`src/remote_link_mode_controller_assert.svh`:
```
// Assertion macros used by the controller module to check its own logic.
`ifndef REMOTE_LINK_MODE_CONTROLLER_ASSERT_SVH
`define REMOTE_LINK_MODE_CONTROLLER_ASSERT_SVH

// Same-cycle implication, sampled on the rising clock edge outside reset.
`define RLMC_ASSERT_IMPL(label, ante, cons) \
    label: assert property (@(posedge clk) disable iff (!rst_n) (ante) |-> (cons)) \
        else $error("rlmc assertion failed");

// Next-cycle implication, sampled on the rising clock edge outside reset.
`define RLMC_ASSERT_NEXT(label, ante, cons) \
    label: assert property (@(posedge clk) disable iff (!rst_n) (ante) |=> (cons)) \
        else $error("rlmc assertion failed");

`endif

```
`src/rlmc_pkg.sv`:
```
`default_nettype none

package rlmc_pkg;

    localparam int ON_BIT          = 0;
    localparam int ALARM_BIT       = 1;
    localparam int LIGHTS_BIT      = 2;
    localparam int MODE_CHANGE_BIT = 3;
    localparam int IN_RANGE_BIT    = 4;

    localparam logic [2:0] M_INIT  = 3'd0;
    localparam logic [2:0] M_OFF   = 3'd1;
    localparam logic [2:0] M_RANGE = 3'd2;
    localparam logic [2:0] M_MOTOR = 3'd3;
    localparam logic [2:0] M_ALARM = 3'd4;

    localparam logic [1:0] LED_OFF   = 2'd0;
    localparam logic [1:0] LED_ON    = 2'd1;
    localparam logic [1:0] LED_FLASH = 2'd2;

    localparam logic [1:0] REG_SEND_INTERVAL = 2'd0;
    localparam logic [1:0] REG_THROTTLE_LOW  = 2'd1;
    localparam logic [1:0] REG_THROTTLE_HIGH = 2'd2;

    localparam logic [15:0] SEND_INTERVAL_RESET = 16'd10;
    localparam logic [15:0] THROTTLE_LOW_RESET  = 16'd0;
    localparam logic [15:0] THROTTLE_HIGH_RESET = 16'd5000;

    localparam int DIV_STEPS = 16;
    localparam int DIV_CNT_W = $clog2(DIV_STEPS);

    typedef enum logic [2:0] {
        S_IDLE = 3'b001,
        S_DIV  = 3'b010,
        S_OUT  = 3'b100
    } state_t;

    typedef struct packed {
        logic        start;
        logic [15:0] rem_init;
        logic [15:0] dividend_low;
        logic [15:0] divisor;
    } div_req_t;

    typedef struct packed {
        logic        done;
        logic [15:0] quotient;
    } div_rsp_t;

endpackage

`default_nettype wire

```
`src/remote_link_mode_controller.sv`:
```
// A transaction without a throttle division has its result registered at acceptance and
// presented in the cycle after it. A send in motor-on that needs the division waits in the
// divide state for the 16 steps of the one-bit-per-cycle restoring divider, then presents it.
// Only one transaction is in flight at a time: no new one is taken until the result is taken,
// and the block accepts again in the cycle after that.
// Reset is asynchronous and active low; it restores the register defaults and the init mode.
`default_nettype none

`include "remote_link_mode_controller_assert.svh"

module remote_link_mode_controller
    import rlmc_pkg::*;
(
    input  wire logic        clk,
    input  wire logic        rst_n,
    input  wire logic        cfg_write,
    input  wire logic [1:0]  cfg_index,
    input  wire logic [15:0] cfg_data,
    input  wire logic        in_valid,
    output logic             in_ready,
    input  wire logic        link_timeout,
    input  wire logic        packet_arrived,
    input  wire logic [7:0]  reply_status,
    input  wire logic        motor_button,
    input  wire logic        alarm_button,
    input  wire logic        lights_button,
    input  wire logic        light_mode_button,
    input  wire logic [15:0] throttle_mv,
    output logic             out_valid,
    input  wire logic        out_ready,
    output logic [2:0]       mode,
    output logic             send_now,
    output logic [7:0]       tx_status,
    output logic [15:0]      tx_throttle,
    output logic [1:0]       range_led,
    output logic [1:0]       alarm_led,
    output logic [1:0]       motor_led,
    output logic             throttle_sampling,
    output logic             radio_power,
    output logic             clear_mode_latch
);

    state_t      state_reg;
    logic [15:0] interval_reg;
    logic [15:0] low_reg;
    logic [15:0] high_reg;

    logic [2:0]  cur_reg;
    logic [2:0]  prev_reg;
    logic [7:0]  status_reg;
    logic [15:0] ticks_reg;
    logic [1:0]  range_led_reg;
    logic [1:0]  alarm_led_reg;
    logic [1:0]  motor_led_reg;
    logic        sampling_reg;
    logic        radio_reg;

    logic        send_reg;
    logic [7:0]  tx_status_reg;
    logic [15:0] tx_throttle_reg;
    logic        clr_reg;

    logic [2:0]  cur_next;
    logic [2:0]  prev_next;
    logic [7:0]  status_next;
    logic [15:0] ticks_next;
    logic [1:0]  range_led_next;
    logic [1:0]  alarm_led_next;
    logic [1:0]  motor_led_next;
    logic        sampling_next;
    logic        radio_next;
    logic        sent;
    logic        clr;
    logic        thr_send;
    logic        due;
    logic [15:0] ticks_inc;

    logic        thr_ok;
    logic        thr_ovf;
    logic [15:0] thr_diff;
    logic [15:0] thr_span;
    logic [31:0] thr_num;
    logic        accept;
    logic        need_div;

    div_req_t    div_req;
    div_rsp_t    div_rsp;

    assign accept = in_valid && in_ready;

    always_ff @(posedge clk or negedge rst_n)
    begin
        if (!rst_n)
        begin
            interval_reg <= SEND_INTERVAL_RESET;
            low_reg      <= THROTTLE_LOW_RESET;
            high_reg     <= THROTTLE_HIGH_RESET;
        end
        else if (cfg_write)
        begin
            case (cfg_index)
                REG_SEND_INTERVAL: interval_reg <= cfg_data;
                REG_THROTTLE_LOW:  low_reg      <= cfg_data;
                REG_THROTTLE_HIGH: high_reg     <= cfg_data;
                default:           ;
            endcase
        end
    end

    always_comb
    begin
        ticks_inc      = (ticks_reg != 16'hFFFF) ? ticks_reg + 16'd1 : ticks_reg;
        due            = (ticks_inc >= interval_reg);
        cur_next       = cur_reg;
        prev_next      = prev_reg;
        status_next    = status_reg;
        ticks_next     = ticks_inc;
        range_led_next = range_led_reg;
        alarm_led_next = alarm_led_reg;
        motor_led_next = motor_led_reg;
        sampling_next  = sampling_reg;
        radio_next     = radio_reg;
        sent           = 1'b0;
        clr            = 1'b0;
        thr_send       = 1'b0;

        case (cur_reg)
            M_OFF:
            begin
                if (prev_reg != M_OFF)
                begin
                    status_next[ON_BIT] = 1'b0;
                    prev_next           = M_OFF;
                end
                range_led_next = LED_FLASH;
                if (due)
                begin
                    sent       = 1'b1;
                    radio_next = 1'b1;
                    ticks_next = '0;
                end
                if (packet_arrived)
                begin
                    radio_next = 1'b0;
                    if (reply_status[IN_RANGE_BIT])
                    begin
                        cur_next       = M_RANGE;
                        range_led_next = LED_OFF;
                    end
                end
            end
            M_RANGE:
            begin
                if (prev_reg != M_RANGE)
                begin
                    range_led_next = LED_ON;
                    alarm_led_next = LED_OFF;
                    motor_led_next = LED_OFF;
                    prev_next      = M_RANGE;
                end
                if (link_timeout)
                begin
                    cur_next = M_OFF;
                end
                else
                begin
                    if (motor_button)
                        status_next[ON_BIT] = 1'b1;
                    else if (alarm_button)
                        status_next[ALARM_BIT] = 1'b1;
                    status_next[LIGHTS_BIT]      = lights_button;
                    status_next[MODE_CHANGE_BIT] = light_mode_button;
                    if (due)
                    begin
                        clr        = 1'b1;
                        sent       = 1'b1;
                        radio_next = 1'b1;
                        ticks_next = '0;
                    end
                    if (packet_arrived)
                    begin
                        radio_next = 1'b0;
                        if (reply_status[ON_BIT])
                        begin
                            cur_next       = M_MOTOR;
                            range_led_next = LED_OFF;
                        end
                        else if (reply_status[ALARM_BIT])
                        begin
                            cur_next = M_ALARM;
                        end
                    end
                end
            end
            M_MOTOR:
            begin
                if (prev_reg != M_MOTOR)
                begin
                    status_next[ON_BIT] = 1'b1;
                    motor_led_next      = LED_ON;
                    sampling_next       = 1'b1;
                    prev_next           = M_MOTOR;
                end
                if (link_timeout)
                begin
                    cur_next       = M_OFF;
                    motor_led_next = LED_OFF;
                    sampling_next  = 1'b0;
                end
                else
                begin
                    if (!motor_button)
                        status_next[ON_BIT] = 1'b0;
                    status_next[LIGHTS_BIT]      = lights_button;
                    status_next[MODE_CHANGE_BIT] = light_mode_button;
                    if (due)
                    begin
                        clr        = 1'b1;
                        sent       = 1'b1;
                        thr_send   = 1'b1;
                        radio_next = 1'b1;
                        ticks_next = '0;
                    end
                    if (packet_arrived)
                    begin
                        radio_next = 1'b0;
                        if (!reply_status[ON_BIT])
                        begin
                            cur_next      = M_RANGE;
                            sampling_next = 1'b0;
                        end
                    end
                end
            end
            M_ALARM:
            begin
                if (prev_reg != M_ALARM)
                begin
                    alarm_led_next = LED_ON;
                    prev_next      = M_ALARM;
                end
                status_next[ALARM_BIT]  = alarm_button;
                status_next[LIGHTS_BIT] = lights_button;
                if (due)
                begin
                    sent       = 1'b1;
                    radio_next = 1'b1;
                    ticks_next = '0;
                end
                if (packet_arrived)
                begin
                    radio_next = 1'b0;
                    if (!reply_status[ALARM_BIT])
                        cur_next = M_RANGE;
                end
            end
            default:
            begin
                cur_next = M_OFF;
            end
        endcase
    end

    // The quotient overflows 16 bits exactly when the upper half of the numerator
    // reaches the span; otherwise 16 restoring steps give the full quotient.
    always_comb
    begin
        thr_diff = throttle_mv - low_reg;
        thr_span = high_reg - low_reg;
        thr_num  = {thr_diff, 16'd0} - {16'd0, thr_diff};
        thr_ok   = (high_reg > low_reg) && (throttle_mv > low_reg);
        thr_ovf  = (thr_num[31:16] >= thr_span);
        need_div = thr_send && thr_ok && !thr_ovf;
    end

    assign div_req.start        = accept && need_div;
    assign div_req.rem_init     = thr_num[31:16];
    assign div_req.dividend_low = thr_num[15:0];
    assign div_req.divisor      = thr_span;

    rlmc_div u_div
    (
        .clk   (clk),
        .rst_n (rst_n),
        .req   (div_req),
        .rsp   (div_rsp)
    );

    always_ff @(posedge clk or negedge rst_n)
    begin
        if (!rst_n)
        begin
            state_reg     <= S_IDLE;
            cur_reg       <= M_INIT;
            prev_reg      <= M_INIT;
            status_reg    <= '0;
            ticks_reg     <= '0;
            range_led_reg <= LED_OFF;
            alarm_led_reg <= LED_OFF;
            motor_led_reg <= LED_OFF;
            sampling_reg  <= 1'b0;
            radio_reg     <= 1'b0;
        end
        else
        begin
            case (state_reg)
                S_IDLE:
                begin
                    if (accept)
                    begin
                        cur_reg       <= cur_next;
                        prev_reg      <= prev_next;
                        status_reg    <= status_next;
                        ticks_reg     <= ticks_next;
                        range_led_reg <= range_led_next;
                        alarm_led_reg <= alarm_led_next;
                        motor_led_reg <= motor_led_next;
                        sampling_reg  <= sampling_next;
                        radio_reg     <= radio_next;
                        state_reg     <= need_div ? S_DIV : S_OUT;
                    end
                end
                S_DIV:
                begin
                    if (div_rsp.done)
                        state_reg <= S_OUT;
                end
                S_OUT:
                begin
                    if (out_ready)
                        state_reg <= S_IDLE;
                end
                default:
                begin
                    state_reg <= S_IDLE;
                end
            endcase
        end
    end

    // The status byte is sampled after this transaction's button handling.
    always_ff @(posedge clk)
    begin
        if (accept)
        begin
            send_reg        <= sent;
            tx_status_reg   <= sent ? status_next : 8'd0;
            clr_reg         <= clr;
            tx_throttle_reg <= (thr_send && thr_ok) ? 16'hFFFF : 16'd0;
        end
        else if ((state_reg == S_DIV) && div_rsp.done)
        begin
            tx_throttle_reg <= div_rsp.quotient;
        end
    end

    assign in_ready          = (state_reg == S_IDLE);
    assign out_valid         = (state_reg == S_OUT);
    assign mode              = cur_reg;
    assign send_now          = send_reg;
    assign tx_status         = tx_status_reg;
    assign tx_throttle       = tx_throttle_reg;
    assign range_led         = range_led_reg;
    assign alarm_led         = alarm_led_reg;
    assign motor_led         = motor_led_reg;
    assign throttle_sampling = sampling_reg;
    assign radio_power       = radio_reg;
    assign clear_mode_latch  = clr_reg;

    `RLMC_ASSERT_IMPL(a_div_done_in_div, div_rsp.done, state_reg == S_DIV)
    `RLMC_ASSERT_NEXT(a_busy_after_accept, accept, !in_ready)
    `RLMC_ASSERT_IMPL(a_throttle_needs_send, out_valid && (tx_throttle != 16'd0), send_now)
    `RLMC_ASSERT_IMPL(a_mode_in_range, 1'b1, cur_reg <= M_ALARM)

endmodule

`default_nettype wire

```
`src/rlmc_div.sv`:
```
`default_nettype none

module rlmc_div
    import rlmc_pkg::*;
(
    input  wire logic     clk,
    input  wire logic     rst_n,
    input  wire div_req_t req,
    output div_rsp_t      rsp
);

    logic                 busy_reg;
    logic                 done_reg;
    logic [DIV_CNT_W-1:0] cnt_reg;
    logic [15:0]          rem_reg;
    logic [15:0]          rem_next;
    logic [15:0]          quo_reg;
    logic [15:0]          divisor_reg;
    logic [16:0]          trial;
    logic [16:0]          trial_diff;
    logic                 qbit;

    // One restoring step per cycle while busy; a remainder that starts below the divisor stays below it.
    always_comb
    begin
        trial      = {rem_reg, quo_reg[15]};
        trial_diff = trial - {1'b0, divisor_reg};
        qbit       = (trial >= {1'b0, divisor_reg});
        rem_next   = qbit ? trial_diff[15:0] : trial[15:0];
    end

    always_ff @(posedge clk or negedge rst_n)
    begin
        if (!rst_n)
        begin
            busy_reg <= 1'b0;
            done_reg <= 1'b0;
            cnt_reg  <= '0;
        end
        else
        begin
            done_reg <= 1'b0;
            if (req.start)
            begin
                busy_reg <= 1'b1;
                cnt_reg  <= '0;
            end
            else if (busy_reg)
            begin
                cnt_reg <= cnt_reg + 1'b1;
                if (cnt_reg == DIV_CNT_W'(DIV_STEPS - 1))
                begin
                    busy_reg <= 1'b0;
                    done_reg <= 1'b1;
                end
            end
        end
    end

    always_ff @(posedge clk)
    begin
        if (req.start)
        begin
            rem_reg     <= req.rem_init;
            quo_reg     <= req.dividend_low;
            divisor_reg <= req.divisor;
        end
        else if (busy_reg)
        begin
            rem_reg <= rem_next;
            quo_reg <= {quo_reg[14:0], qbit};
        end
    end

    assign rsp.done     = done_reg;
    assign rsp.quotient = quo_reg;

endmodule

`default_nettype wire

```
`config.mk`:
```
export PLATFORM = sky130hd
export DESIGN_NAME = remote_link_mode_controller
export DESIGN_NICKNAME = d
export VERILOG_FILES = /design/src/rlmc_pkg.sv /design/src/remote_link_mode_controller.sv /design/src/rlmc_div.sv
export VERILOG_INCLUDE_DIRS = /design/src /design/src/src
export SDC_FILE = /design/constraint.sdc
export NUM_CORES = 1
export LEC_CHECK = 0
export BUFFER_PORTS_ARGS = -buffer_cell sky130_fd_sc_hd__buf_2
export CORE_MARGIN = 2
export CORE_UTILIZATION = 50
export DETAILED_ROUTE_END_ITERATION = 6
export PLACE_DENSITY = 0.69
export SYNTH_ARGS = -nofsm -noshare
export SYNTH_HDL_FRONTEND = slang
export SYNTH_SLANG_ARGS = --single-unit
```
`constraint.sdc`:
```
create_clock -name clk -period 10 [get_ports clk]
set_clock_uncertainty 0.15 [all_clocks]
set_input_delay 2 -clock clk [delete_from_list [all_inputs] [get_ports clk]]
set_output_delay 2 -clock clk [all_outputs]
set_load 0.05 [all_outputs]
```
==> impl_metrics.py <==
metrics = {
    "critical_path": {
        "r2r-start": "low_reg[0]",
        "regToRegEndpoint": "u_div.rem_reg[5]",
        "cp-end-kind": "flip-flop",
        "r2r_cells": 18,
        "crit_type": "input port to flip-flop",
        "critPathRequiredTime_ns": 9.92,
        "path_max_fanout": 32,
        "reg2reg_slack_ns": 3.23,
        "critPathArrivalTime_ns": 7.95,
        "critical_path.startpoint_type": "input port",
    },
    "floorplan": {
        "ioPinCount": 92,
        "start_util": 0.506,
        "dieArea_mm2": 0.0231,
        "chipWidth_um": 152,
        "row_count": 54,
        "fp.dieH_um": 152,
        "core_area_mm2": 0.0216,
    },
    "finish": {
        "fin_area_mm2": 0.0122,
        "area_growth_pct": 11.1,
        "drive_above_1_share": 0.167,
        "stdcell_count": 1517,
        "final_nets": 1363,
    },
    "placement": {
        "dp_slack_ns": 1.60,
        "gp_congestion": 0.914,
        "place_hpwl_mm": 19.4,
        "dp.cells": 1484,
        "io_buffers": 80,
        "placed_cell_area_mm2": 0.0116,
    },
    "global_routing": {
        "grt_pass1_wl_mm": 42.2,
        "grt_max_degree": 81,
        "grt_use_total": 0.223,
        "grt-ovfl-total": 0,
        "antenna_found_initial": 2,
        "grt_pass1_vias": 8463,
    },
    "power": {
        "pwr-share-comb": 0.450,
        "p_sw_frac": 0.421,
        "leakage_nw": 5.44,
        "pwr-share-clk": 0.228,
        "internal_power_mw": 1.58,
        "irDropWorstVdd_mv": 0.126,
        "p_switching_mw": 1.15,
        "p_seq_frac": 0.322,
        "p_per_area_mw_per_mm2": 225,
    },
    "route": {
        "dr.pass1.iters": 5,
        "drc_errors": 0,
        "vias_per_cell": 5.70,
        "first_iter_violations": 495,
        "finalWirelength_mm": 25.4,
        "antenna_left": 0,
        "vias": 8652,
        "wl_per_cell_um": 16.8,
    },
    "yosys": {
        "yosysWarnings": 0,
        "avgSynthCellArea_um2": 9.48,
        "ys_seq_elements": 159,
        "synth.most_common_cell": "nand2_1",
        "syn-cell-area_mm2": 0.0109,
        "synth_edf_count": 70,
        "yosys-top-cells-area": "edfxtp_1 19%, dfrtp_1 19%, ha_1 9.6%, nand2_1 4.5%, mux2_2 4.5%",
        "synthTopCellsByCount": "132 x nand2_1, 89 x inv_1, 84 x ha_1",
        "yosysTopAreaCell": "edfxtp_1",
        "syn_inst": 1154,
        "synthFlopType": "dfrtp_1",
        "yosys.cell_types.count": 87,
        "netlist.area_leader.share": 0.192,
        "synth-async-reset-ratio": 0.560,
        "synth-seq-area-share": 0.397,
    },
    "sta": {
        "period_minus_slack_ns": 8.02,
        "tightest_slew_ns": 1.20,
        "finalCritPeriodShare": 0.802,
        "hold_slack_ns": 0.312,
        "max_freq_ghz": 0.125,
        "setup_viol": 0,
        "slew_violations": 0,
        "fin_setup_tns_ns": 0,
        "finalWorstSetupSlack_ns": 1.98,
        "rsz0062_at_grt": "no",
        "slew_headroom": 0.198,
        "hold_viol_final": 0,
    },
    "cts": {
        "cts_hold_buf": 0,
        "cts_htree_levels": 4,
        "insertion_delay_ns": 0.44,
        "cts_tree": "yes",
        "post_cts_buffers": 0,
        "cts_resized": 0,
        "cts_root_buf": "clkbuf_16",
        "numCtsBuffers": 17,
        "cts_sinks": 159,
        "path_clk_slew_ns": 0.07,
        "clockBufferDepth": 2,
    },
    "worst_hold_path": {
        "hold_end": "state_reg[1]",
        "holdCritPathClass": "flip-flop to flip-flop",
        "worstHoldStart": "u_div.done_reg",
        "worstHoldPathCells": 1,
    },
    "job": {
        "drv_cap": 0,
    },
    "run_status": {
        "status": "completed",
    },
}
metal layers:
| metal | GRT usage | vias to the layer above | share of wire |
|---|---|---|---|
| li1 | - | 4280 | - |
| met1 | 0.286 | 4142 | 0.45 |
| met2 | 0.378 | 186 | 0.48 |
| met3 | 0.0362 | 42 | 0.038 |
| met4 | 0.0921 | 2 | 0.029 |
| met5 | 0 | - | 0.00043 |
layout make-up:
cell class / instances / area (um^2)
well taps: 280 / 350
repair buffers: 91 / 485
clock inverters: 14 / 128
inverters: 92 / 345
multi-input cells: 862 / 6070
fillers: 1958 / 9470
clock buffers: 18 / 429
diodes: 1 / 2.50
flip-flops and latches: 159 / 4340
critical path, stage by stage:
cell and delay, ns:
buf_2 0.07, inv_1 0.04, ha_1 0.20, fa_1 0.42, nand2b_1 0.20, a211oi_2 0.29, o21ai_2 0.12, xor2_1 0.38
nand4_1 0.27, nor3_2 0.43, nor3b_2 0.39, mux2_4 0.35, ha_1 0.29, a21o_1 0.18, a21o_1 0.17, a221oi_1 0.41
nand2_1 0.09, or4b_1 0.99, nand2b_1 0.22, buf_4 0.41
per-stage QoR:
step / util / total power, mW
floorplan: - / 1.81
global placement: 0.536 / 2.08
detailed placement: 0.536 / 2.11
CTS: 0.562 / 2.74
global route: 0.562 / 2.92
finish: 0.562 / 2.74
how the worst max path moves through the flow:
| stage | cells after the start | startpoint | endpoint |
|---|---|---|---|
| after floorplan | 20 | throttle_mv[0] | u_div.quo_reg[0] |
| after global placement | 22 | throttle_mv[0] | u_div.rem_reg[1] |
| after detailed placement | 20 | throttle_mv[0] | u_div.rem_reg[0] |
| after CTS | 20 | throttle_mv[0] | u_div.rem_reg[5] |
| after global routing | 20 | throttle_mv[0] | u_div.rem_reg[5] |
| final | 20 | throttle_mv[0] | u_div.rem_reg[5] |
placed cells by master, fill, tap and decap left out, types with 7 or more instances in the layout:
cell	instances
ha_1	84
inv_1	89
o211ai_1	7
xnor2_1	40
nand2_1	132
a21oi_1	50
a31oi_1	13
a21o_1	22
or3_1	8
buf_2	79
and2_1	7
o21ai_0	79
xor2_1	19
a211oi_1	9
mux2i_1	16
nand4_1	16
edfxtp_1	70
dfrtp_1	81
nor3_1	20
or2_2	8
dfstp_2	8
nand2b_1	19
nand3_1	24
buf_4	12
o21a_1	24
mux2_2	44
nor2b_1	13
nor2_1	67
nor4_1	7
o31ai_1	12
and3_1	10
clkbuf_16	17
kinds of logic after synthesis:
family / Yosys count / synth area share
other: 1 / 0.000343
buffers and inverters: 138 / 0.0506
AO/OA/AOI/OAI: 282 / 0.172
flip-flops: 159 / 0.397
adder cells (fa/ha/maj): 87 / 0.102
XOR/XNOR: 60 / 0.0487
multiplexers: 66 / 0.0668
AND/OR/NAND/NOR: 361 / 0.163
power by group through the flow:
stage	sequential [mW]	combinational, mW	clock, mW
after global routing	0.896	1.36	0.663
after detailed placement	0.892	1.22	0
after floorplan	0.960	0.845	0
after global placement	0.888	1.19	0
after CTS	0.880	1.22	0.634
final	0.881	1.23	0.625
Note: power is estimated with default switching activity, not from simulation.
